**config.mk**
```make
export PLATFORM = sky130hd
export DESIGN_NAME = text_pretokenizer_chunker_top_flat
export DESIGN_NICKNAME = d
export VERILOG_FILES = /design/src/rtl/tpc_pkg.sv /design/src/rtl/tpc_req_if.sv /design/src/rtl/tpc_rsp_if.sv /design/src/rtl/text_pretokenizer_chunker_top.sv /design/src/rtl/tpc_core.sv /design/src/rtl/tpc_out_fifo.sv /design/src/flat_wrapper.sv
export SDC_FILE = /design/constraint.sdc
export NUM_CORES = 1
export LEC_CHECK = 0
export BUFFER_PORTS_ARGS = -buffer_cell sky130_fd_sc_hd__buf_4
export CAP_MARGIN = 20
export CELL_PAD_IN_SITES_DETAIL_PLACEMENT = 1
export CELL_PAD_IN_SITES_GLOBAL_PLACEMENT = 2
export CORE_ASPECT_RATIO = 1.1
export CORE_MARGIN = 5
export CORE_UTILIZATION = 40
export CTS_BUF_LIST = sky130_fd_sc_hd__clkbuf_4
export DETAILED_ROUTE_END_ITERATION = 7
export GPL_TIMING_DRIVEN = 0
export PLACE_DENSITY = 0.84
export SETUP_SLACK_MARGIN = 0.4
export SYNTH_ARGS = -nofsm -noshare
export SYNTH_HDL_FRONTEND = slang
export SYNTH_SLANG_ARGS = --single-unit
```
**constraint.sdc**
```tcl
create_clock -name clock -period 7.9 [get_ports clock]
set_input_delay 1.58 -clock clock [delete_from_list [all_inputs] [get_ports clock]]
set_output_delay 1.58 -clock clock [all_outputs]
set_load 0.01 [all_outputs]
```
**src/rtl/tpc_pkg.sv**
```systemverilog
// Shared types and constants for the text pre-tokenizer chunk marker.
// No dependencies; imported by the core, the output queue and the top level.
`default_nettype none

package tpc_pkg;

   localparam int BYTE_W     = 8;
   localparam int FIFO_DEPTH = 4;
   localparam int FIFO_AW    = $clog2(FIFO_DEPTH);
   localparam int FIFO_CW    = FIFO_AW + 1;

   // byte classes
   localparam logic [BYTE_W-1:0] CHAR_APOS  = 8'h27;
   localparam logic [BYTE_W-1:0] CHAR_SPACE = 8'h20;
   localparam logic [BYTE_W-1:0] CHAR_LF    = 8'h0A;
   localparam logic [BYTE_W-1:0] CHAR_CR    = 8'h0D;
   localparam logic [BYTE_W-1:0] CHAR_TAB   = 8'h09;
   localparam logic [BYTE_W-1:0] CHAR_LC_A  = 8'h61;
   localparam logic [BYTE_W-1:0] CHAR_LC_Z  = 8'h7A;
   localparam logic [BYTE_W-1:0] CHAR_UC_A  = 8'h41;
   localparam logic [BYTE_W-1:0] CHAR_UC_Z  = 8'h5A;
   localparam logic [BYTE_W-1:0] CHAR_0     = 8'h30;
   localparam logic [BYTE_W-1:0] CHAR_9     = 8'h39;
   localparam logic [BYTE_W-1:0] CHAR_LC_S  = 8'h73;
   localparam logic [BYTE_W-1:0] CHAR_LC_T  = 8'h74;
   localparam logic [BYTE_W-1:0] CHAR_LC_M  = 8'h6D;
   localparam logic [BYTE_W-1:0] CHAR_LC_D  = 8'h64;
   localparam logic [BYTE_W-1:0] CHAR_LC_R  = 8'h72;
   localparam logic [BYTE_W-1:0] CHAR_LC_V  = 8'h76;
   localparam logic [BYTE_W-1:0] CHAR_LC_L  = 8'h6C;
   localparam logic [BYTE_W-1:0] CHAR_LC_E  = 8'h65;
   localparam logic [BYTE_W-1:0] CASE_DIFF  = 8'h20;
   localparam logic [BYTE_W-1:0] HIGH_BYTE  = 8'd128;

   // UTF-8 lead byte masks
   localparam logic [BYTE_W-1:0] LEAD2_MASK = 8'hE0;
   localparam logic [BYTE_W-1:0] LEAD2_VAL  = 8'hC0;
   localparam logic [BYTE_W-1:0] LEAD3_MASK = 8'hF0;
   localparam logic [BYTE_W-1:0] LEAD3_VAL  = 8'hE0;
   localparam logic [BYTE_W-1:0] LEAD4_MASK = 8'hF8;
   localparam logic [BYTE_W-1:0] LEAD4_VAL  = 8'hF0;

   typedef struct packed {
      logic [BYTE_W-1:0] out_byte;
      logic              chunk_start;
      logic              out_last;
   } rsp_item_type;

   // up to two result items per accepted input item, in order
   typedef struct packed {
      logic         en0;
      rsp_item_type item0;
      logic         en1;
      rsp_item_type item1;
   } push_type;

endpackage

`default_nettype wire

```
**src/rtl/tpc_req_if.sv**
```systemverilog
// Input channel: one text byte per item with its end-of-text flag.
// No dependencies.
`default_nettype none

interface tpc_req_if;
   logic       valid;
   logic       ready;
   logic [7:0] in_byte;
   logic       in_last;

   modport source (output valid, output in_byte, output in_last, input ready);
   modport sink   (input valid, input in_byte, input in_last, output ready);
endinterface

`default_nettype wire

```
**src/rtl/tpc_rsp_if.sv**
```systemverilog
// Result channel: one text byte per item with its chunk-start and last flags.
// No dependencies.
`default_nettype none

interface tpc_rsp_if;
   logic       valid;
   logic       ready;
   logic [7:0] out_byte;
   logic       chunk_start;
   logic       out_last;

   modport source (output valid, output out_byte, output chunk_start, output out_last,
                   input ready);
   modport sink   (input valid, input out_byte, input chunk_start, input out_last,
                   output ready);
endinterface

`default_nettype wire

```
**src/rtl/text_pretokenizer_chunker_top.sv**
```systemverilog
// Pre-token chunk marker for a byte stream. Each byte comes back out one item
// later with chunk_start set when it opens a new chunk (contraction, letter or
// UTF-8 run, digit run, space-led run, whitespace run, or a single byte). One
// byte is held back as lookahead, so a byte leaves when the next one arrives;
// the byte flagged in_last flushes any held byte and itself (up to two result items).
// A byte is taken every cycle while req_chan.ready is high; the decision and the
// held-byte register form one stage; results drain through a four-entry queue at
// one item per cycle while rsp_chan.ready is high. req_chan.ready drops while that queue holds more than two items.
// Depends on tpc_pkg, tpc_req_if, tpc_rsp_if, tpc_core and tpc_out_fifo.
`default_nettype none

module text_pretokenizer_chunker_top import tpc_pkg::*; (
   input  wire logic clock,
   input  wire logic reset,
   tpc_req_if.sink   req_chan,
   tpc_rsp_if.source rsp_chan
);

   push_type push;
   logic     room;

   tpc_core u_core (
      .clock    (clock),
      .reset    (reset),
      .req_chan (req_chan),
      .room     (room),
      .push     (push)
   );

   tpc_out_fifo u_out_fifo (
      .clock    (clock),
      .reset    (reset),
      .push     (push),
      .room     (room),
      .rsp_chan (rsp_chan)
   );

endmodule

`default_nettype wire

```
**src/rtl/tpc_core.sv**
```systemverilog
// Chunk decision core: holds one byte back and classifies it against the next.
// Depends on tpc_pkg and tpc_req_if; feeds tpc_out_fifo through a push_type.
`default_nettype none

module tpc_core import tpc_pkg::*; (
   input  wire logic  clock,
   input  wire logic  reset,
   tpc_req_if.sink    req_chan,
   input  wire logic  room,
   output push_type   push
);

   typedef enum logic [2:0] {
      MODE_IDLE,
      MODE_LETTERS,
      MODE_DIGITS,
      MODE_SPACES,
      MODE_PENDING,
      MODE_TAIL
   } mode_type;

   typedef struct packed {
      logic     start;
      mode_type mode;
      logic [1:0] absorb;
   } dec_type;

   function automatic logic is_letter(logic [BYTE_W-1:0] b);
      return (b >= CHAR_LC_A && b <= CHAR_LC_Z) || (b >= CHAR_UC_A && b <= CHAR_UC_Z) ||
             (b >= HIGH_BYTE);
   endfunction

   function automatic logic is_digit(logic [BYTE_W-1:0] b);
      return b >= CHAR_0 && b <= CHAR_9;
   endfunction

   function automatic logic is_ws(logic [BYTE_W-1:0] b);
      return b == CHAR_SPACE || b == CHAR_LF || b == CHAR_CR || b == CHAR_TAB;
   endfunction

   function automatic logic [BYTE_W-1:0] to_lower(logic [BYTE_W-1:0] b);
      return (b >= CHAR_UC_A && b <= CHAR_UC_Z) ? b + CASE_DIFF : b;
   endfunction

   function automatic logic [1:0] owed_after(logic [BYTE_W-1:0] b);
      logic [1:0] n;
      priority if ((b & LEAD2_MASK) == LEAD2_VAL) n = 2'd1;
      else if ((b & LEAD3_MASK) == LEAD3_VAL)     n = 2'd2;
      else if ((b & LEAD4_MASK) == LEAD4_VAL)     n = 2'd3;
      else                                        n = 2'd0;
      return n;
   endfunction

   function automatic dec_type decide(mode_type mode, logic [1:0] absorb,
                                      logic [BYTE_W-1:0] b, logic has_next,
                                      logic [BYTE_W-1:0] nx);
      logic [BYTE_W-1:0] lx;
      dec_type d;
      lx       = to_lower(nx);
      d.start  = 1'b0;
      d.mode   = mode;
      d.absorb = absorb;
      priority if (mode == MODE_LETTERS && absorb != 2'd0) begin
         d.absorb = absorb - 2'd1;
      end else if (mode == MODE_TAIL) begin
         d.mode = MODE_IDLE;
      end else if (mode == MODE_PENDING && has_next && (lx == CHAR_LC_E || lx == CHAR_LC_L)) begin
         d.mode = MODE_TAIL;
      end else if (mode == MODE_LETTERS && is_letter(b)) begin
         d.absorb = owed_after(b);
      end else if (mode == MODE_DIGITS && is_digit(b)) begin
         d.start = 1'b0;
      end else if (mode == MODE_SPACES && is_ws(b)) begin
         d.start = 1'b0;
      end else begin
         d.start  = 1'b1;
         d.absorb = 2'd0;
         priority if (b == CHAR_APOS) begin
            if (has_next && (lx == CHAR_LC_S || lx == CHAR_LC_T ||
                             lx == CHAR_LC_M || lx == CHAR_LC_D)) begin
               d.mode = MODE_TAIL;
            end else if (has_next && (lx == CHAR_LC_R || lx == CHAR_LC_V ||
                                      lx == CHAR_LC_L)) begin
               d.mode = MODE_PENDING;
            end else begin
               d.mode = MODE_IDLE;
            end
         end else if (is_letter(b)) begin
            d.mode   = MODE_LETTERS;
            d.absorb = owed_after(b);
         end else if (is_digit(b)) begin
            d.mode = MODE_DIGITS;
         end else if (b == CHAR_SPACE && has_next && is_letter(nx)) begin
            d.mode = MODE_LETTERS;
         end else if (b == CHAR_SPACE && has_next && is_digit(nx)) begin
            d.mode = MODE_DIGITS;
         end else if (is_ws(b)) begin
            d.mode = MODE_SPACES;
         end else begin
            d.mode = MODE_IDLE;
         end
      end
      return d;
   endfunction

   logic [BYTE_W-1:0] held_byte_ff, held_byte_in;
   logic              held_valid_ff, held_valid_in;
   mode_type          mode_ff, mode_in;
   logic [1:0]        absorb_ff, absorb_in;

   logic    fire;
   dec_type dec_held;
   dec_type dec_last;
   dec_type mid;

   assign req_chan.ready = room;
   assign fire = req_chan.valid && room;

   always_comb begin
      dec_held = decide(mode_ff, absorb_ff, held_byte_ff, 1'b1, req_chan.in_byte);
      mid      = held_valid_ff ? dec_held : dec_type'{1'b0, mode_ff, absorb_ff};
      // the final byte is decided with no lookahead, after the held byte
      dec_last = decide(mid.mode, mid.absorb, req_chan.in_byte, 1'b0, '0);

      push.en0   = fire && held_valid_ff;
      push.item0 = '{out_byte: held_byte_ff, chunk_start: dec_held.start, out_last: 1'b0};
      push.en1   = fire && req_chan.in_last;
      push.item1 = '{out_byte: req_chan.in_byte, chunk_start: dec_last.start, out_last: 1'b1};

      held_byte_in  = held_byte_ff;
      held_valid_in = held_valid_ff;
      mode_in       = mode_ff;
      absorb_in     = absorb_ff;
      if (fire) begin
         if (req_chan.in_last) begin
            held_valid_in = 1'b0;
            mode_in       = MODE_IDLE;
            absorb_in     = 2'd0;
         end else begin
            held_byte_in  = req_chan.in_byte;
            held_valid_in = 1'b1;
            mode_in       = mid.mode;
            absorb_in     = mid.absorb;
         end
      end
   end

   always_ff @(posedge clock) begin
      if (reset) begin
         held_valid_ff <= 1'b0;
         mode_ff       <= MODE_IDLE;
         absorb_ff     <= 2'd0;
      end else begin
         held_valid_ff <= held_valid_in;
         mode_ff       <= mode_in;
         absorb_ff     <= absorb_in;
      end
   end

   always_ff @(posedge clock) begin
      held_byte_ff <= held_byte_in;
   end

endmodule

`default_nettype wire

```
**src/rtl/tpc_out_fifo.sv**
```systemverilog
// Output queue: takes up to two result items a cycle, delivers one a cycle while rsp_chan.ready is high.
// Depends on tpc_pkg and tpc_rsp_if.
`default_nettype none

module tpc_out_fifo import tpc_pkg::*; (
   input  wire logic  clock,
   input  wire logic  reset,
   input  wire push_type push,
   output logic       room,
   tpc_rsp_if.source  rsp_chan
);

   rsp_item_type mem_ff [FIFO_DEPTH];

   logic [FIFO_AW-1:0] wr_ff, wr_in;
   logic [FIFO_AW-1:0] rd_ff, rd_in;
   logic [FIFO_CW-1:0] count_ff, count_in;
   logic [1:0]         n_push;
   logic               pop;

   // two free slots are always kept for the final byte of a text
   assign room = count_ff <= FIFO_CW'(FIFO_DEPTH - 2);

   assign rsp_chan.valid       = count_ff != '0;
   assign rsp_chan.out_byte    = mem_ff[rd_ff].out_byte;
   assign rsp_chan.chunk_start = mem_ff[rd_ff].chunk_start;
   assign rsp_chan.out_last    = mem_ff[rd_ff].out_last;

   always_comb begin
      pop      = rsp_chan.valid && rsp_chan.ready;
      n_push   = {1'b0, push.en0} + {1'b0, push.en1};
      wr_in    = wr_ff + FIFO_AW'(n_push);
      rd_in    = rd_ff + FIFO_AW'(pop);
      count_in = count_ff + FIFO_CW'(n_push) - FIFO_CW'(pop);
   end

   always_ff @(posedge clock) begin
      if (reset) begin
         wr_ff    <= '0;
         rd_ff    <= '0;
         count_ff <= '0;
      end else begin
         wr_ff    <= wr_in;
         rd_ff    <= rd_in;
         count_ff <= count_in;
      end
   end

   always_ff @(posedge clock) begin
      if (push.en0 && push.en1) begin
         mem_ff[wr_ff]                <= push.item0;
         mem_ff[wr_ff + FIFO_AW'(1)]  <= push.item1;
      end else if (push.en0) begin
         mem_ff[wr_ff] <= push.item0;
      end else if (push.en1) begin
         mem_ff[wr_ff] <= push.item1;
      end
   end

endmodule

`default_nettype wire
```
**src/flat_wrapper.sv**
```systemverilog
// flat-port wrapper written by rule: the top's interface ports become plain ports
module text_pretokenizer_chunker_top_flat import tpc_pkg::*;
  (clock, reset, req_chan_valid, req_chan_in_byte, req_chan_in_last, req_chan_ready, rsp_chan_valid, rsp_chan_out_byte, rsp_chan_chunk_start, rsp_chan_out_last, rsp_chan_ready);
  tpc_req_if req_chan_i ();
  tpc_rsp_if rsp_chan_i ();
  input  wire logic clock;
  input  wire logic reset;
  input wire logic [$bits(req_chan_i.valid)-1:0] req_chan_valid;
  input wire logic [$bits(req_chan_i.in_byte)-1:0] req_chan_in_byte;
  input wire logic [$bits(req_chan_i.in_last)-1:0] req_chan_in_last;
  output wire logic [$bits(req_chan_i.ready)-1:0] req_chan_ready;
  output wire logic [$bits(rsp_chan_i.valid)-1:0] rsp_chan_valid;
  output wire logic [$bits(rsp_chan_i.out_byte)-1:0] rsp_chan_out_byte;
  output wire logic [$bits(rsp_chan_i.chunk_start)-1:0] rsp_chan_chunk_start;
  output wire logic [$bits(rsp_chan_i.out_last)-1:0] rsp_chan_out_last;
  input wire logic [$bits(rsp_chan_i.ready)-1:0] rsp_chan_ready;
  assign req_chan_i.valid = req_chan_valid;
  assign req_chan_i.in_byte = req_chan_in_byte;
  assign req_chan_i.in_last = req_chan_in_last;
  assign req_chan_ready = req_chan_i.ready;
  assign rsp_chan_valid = rsp_chan_i.valid;
  assign rsp_chan_out_byte = rsp_chan_i.out_byte;
  assign rsp_chan_chunk_start = rsp_chan_i.chunk_start;
  assign rsp_chan_out_last = rsp_chan_i.out_last;
  assign rsp_chan_i.ready = rsp_chan_ready;
  text_pretokenizer_chunker_top u_core (.clock(clock), .reset(reset), .req_chan(req_chan_i), .rsp_chan(rsp_chan_i));
endmodule
```
==> results.py <==
metrics = {
    "logic_synthesis": {
        "synth-edff-count": 44,
        "yosysSeqAreaShare_pct": 45.36,
        "yosys_register_bits": 61,
        "synth_nets": 374,
        "synthesis.instances": 349,
        "ys_types": 66,
        "synth_top_family_by_area": "compound AO/OA/AOI/OAI gates",
        "ys.flop_type": "edfxtp_1",
        "ys_top_cells_by_area": "edfxtp_1 36%, dfxtp_1 9.3%, mux4_2 6.1%, a22o_1 4.8%, nand2_1 3.8%",
        "synthMuxAreaShare_pct": 6.148,
        "synth.avg_cell_area_sq_um": 10.50,
        "synthXorXnorAreaFrac_pct": 1.434,
        "yosysTopAreaCellShare_pct": 36.07,
        "synth_compound_area_share_pct": 18.85,
        "synthArstFlopShare_pct": 0,
        "synth_warnings": 0,
        "netlist_area_sq_um": 3664,
        "synth_top_cell_by_area": "edfxtp_1",
        "synth_fa_ha_area_share_pct": 4.303,
        "synth_simple_gate_area_share_pct": 18.68,
    },
    "sta": {
        "fin_hold_ws_ps": 450.5,
        "fmax_mhz": 247.9,
        "finalMaxSlewViolations": 0,
        "setup_tns_ps": 0,
        "setup_viol": 0,
        "rsz0062_at_grt": "false",
        "worst_pin_slew_ps": 1025,
        "hold_violations": 0,
        "relSlewSlack_pct": 31.39,
        "post-route-period-util_pct": 51.06,
        "fin_skew_ps": 22.27,
        "fin_crit_ps": 4034,
    },
    "layout": {
        "final_cell_mix": "44 x edfxtp_1, 37 x nand2_1, 28 x nor2_1, 26 x buf_4, 23 x inv_1",
        "fillerInstances": 1014,
        "area_growth_pct": 14.45,
        "fin_cells": 507,
        "drive_gt1_share_pct": 19.59,
        "design_area_sq_um": 4193,
        "nNetsFinal": 413,
        "antennaDiodeCount": 0,
        "layout_commonest_cell": "edfxtp_1",
    },
    "pwr": {
        "power.net_switching_uw": 324.8,
        "p_comb_share_pct": 33.2,
        "power_mw": 1.046,
        "irDropWorstVdd_v": 0.00006636,
        "clkPwrFrac_pct": 27.2,
        "swShare_pct": 31.06,
        "p_leak_nw": 1.533,
        "seq_power_share_pct": 39.6,
        "p_int_uw": 720.9,
        "pwr_density_cell_nw_per_um2": 249.4,
    },
    "clock_tree": {
        "clk_latency_ps": 420,
        "cts_htree_levels": 3,
        "numClockSinks": 61,
        "holdBufCountCts": 0,
        "clk_pin_slew_ps": 100,
        "clk_path_buf_depth": 2,
        "numCtsBuffers": 9,
        "root_buffer": "clkbuf_4",
        "cts_resized": 0,
        "tritoncts": "yes",
        "cts_setup_buffers": 0,
    },
    "global_route": {
        "grt_use_total_pct": 19.88,
        "antenna_found_initial": 0,
        "grt_pass1_wl_microns": 16860,
        "grt_max_degree": 13,
        "overflow": 0,
        "grt_pass1_vias": 3088,
    },
    "setup_path": {
        "critPathMaxStageDelay_ps": 540,
        "slowest_stage": "or4_4",
        "crit_path_start_kind": "primary input",
        "crit_chain": "buf_4, inv_1, ha_1, nand2b_1, a221oi_2, and2_4, or4_4, a211o_1, a211oi_2, a31o_2, o21ai_2, o2bb2ai_1",
        "cp_max_fo": 9,
        "cp.arrival_ps": 4200,
        "criticalPathCategory": "primary input to flip-flop",
        "required_ps": 8060,
        "end_kind": "flip-flop",
    },
    "routing": {
        "wl_per_cell_microns": 19.96,
        "final_antenna_net_count": 0,
        "drc": 0,
        "routed_wl_microns": 10120,
        "viasPerCell": 5.773,
        "drtIter0Drc": 133,
        "drtPass1Iterations": 4,
        "vias": 2927,
    },
    "die": {
        "die_w_microns": 101.2,
        "num_rows": 36,
        "die_h_microns": 110.4,
        "pin_count": 25,
        "fp.dieArea_sq_um": 11170,
        "initial_core_util_pct": 41.08,
        "core_area_sq_um": 8919,
    },
    "place": {
        "gp_congestion": 0.8523,
        "port_buffers": 24,
        "place_inst": 490,
        "hpwl_microns": 7792,
        "post_dp_cell_area_sq_um": 4004,
    },
    "run_status": {
        "status": "finished clean",
    },
    "run": {
        "drv_cap": 0,
    },
    "worst_hold_path": {
        "hold_class": "flip-flop to flip-flop",
    },
}
logic make-up after synthesis:
family,Yosys count
and+or+nand+nor,122
adders and majority gates,12
muxes,10
DFF,61
xor gates and xnor gates,6
AOI/OAI and AO/OA,92
buffers and inverters,46
cells in the mapped netlist, types with 3 or more instances:
library cell / number
a32oi_1: 3
dfxtp_1: 17
o22ai_1: 5
nor2_1: 28
clkbuf_1: 13
nand2b_1: 5
o21ai_0: 18
a211o_1: 3
ha_1: 11
nand2_1: 37
nand3_1: 5
buf_2: 9
inv_1: 23
nor2b_1: 10
a22o_1: 20
edfxtp_1: 44
a21oi_1: 10
nand4_1: 8
xnor2_1: 5
a221o_1: 3
nor3_1: 4
mux4_2: 10
critical path: cells and delay by family:
family,cells,cell delay [ps]
buffers and inverters,2,370
AOI/OAI and AO/OA,6,1110
and+or+nand+nor,3,850
adders and majority gates,1,280
per-layer routing:
layer	global-route usage, %	routed length [microns]	vias up
met5	0	0	-
met4	5.223	112	0
met3	4.594	260	9
met2	34.11	5245	35
met1	25.22	4499	1484
li1	-	-	1399
worst paths after layout:
kind	start	to	slack [ps]	depth (start not counted)
max	req_chan_in_byte[5]	u_core.u_out_fifo.mem_ff[1][1]	3870	12
min	u_core.u_out_fifo.mem_ff[2][0]	u_core.u_out_fifo.mem_ff[2][0]	450	2
max reg2reg	u_core.u_core.held_byte_ff[2]	u_core.u_out_fifo.mem_ff[1][1]	4710	10
min reg2reg	u_core.u_out_fifo.mem_ff[2][0]	u_core.u_out_fifo.mem_ff[2][0]	450	2
power by group through the flow:
stage / Sequential, mW / Combinational [mW] / Clock, mW
floorplan: 0.414 / 0.232 / 0
global placement: 0.419 / 0.337 / 0
detailed placement: 0.423 / 0.350 / 0
CTS: 0.416 / 0.353 / 0.289
global route: 0.420 / 0.386 / 0.308
finish: 0.414 / 0.347 / 0.285
stage by stage:
step           setup slack, ps  utilization, %
3_5_place_dp              3470           44.89
6_report                  3866           47.01
4_1_cts                   3903           46.93
3_3_place_gp              3506           44.70
2_1_floorplan             4011               -
5_1_grt                   3873           47.01
registers in the layout, indices dropped and copies added, names as in the netlist:
signal / cells
u_core.u_out_fifo.rd_ff: 2
u_core.u_core.mode_ff: 3
u_core.u_out_fifo.wr_ff: 2
u_core.u_core.absorb_ff: 2
u_core.u_core.held_valid_ff: 1
u_core.u_out_fifo.count_ff: 3
u_core.u_out_fifo.mem_ff: 40
u_core.u_core.held_byte_ff: 8
cell type report:
cell class              count  area, sq um  area share, %
clock buffers              11        82.58          1.970
flip-flops and latches     61         1662          39.63
inverters                  23        86.33          2.059
repair buffers             28        205.2          4.894
clock inverters             5        98.84          2.358
multi-input cells         242         1810          43.18
well taps                 114        142.6          3.402
plain buffers              23        105.1          2.507
Power figures use the tool's default switching activity.
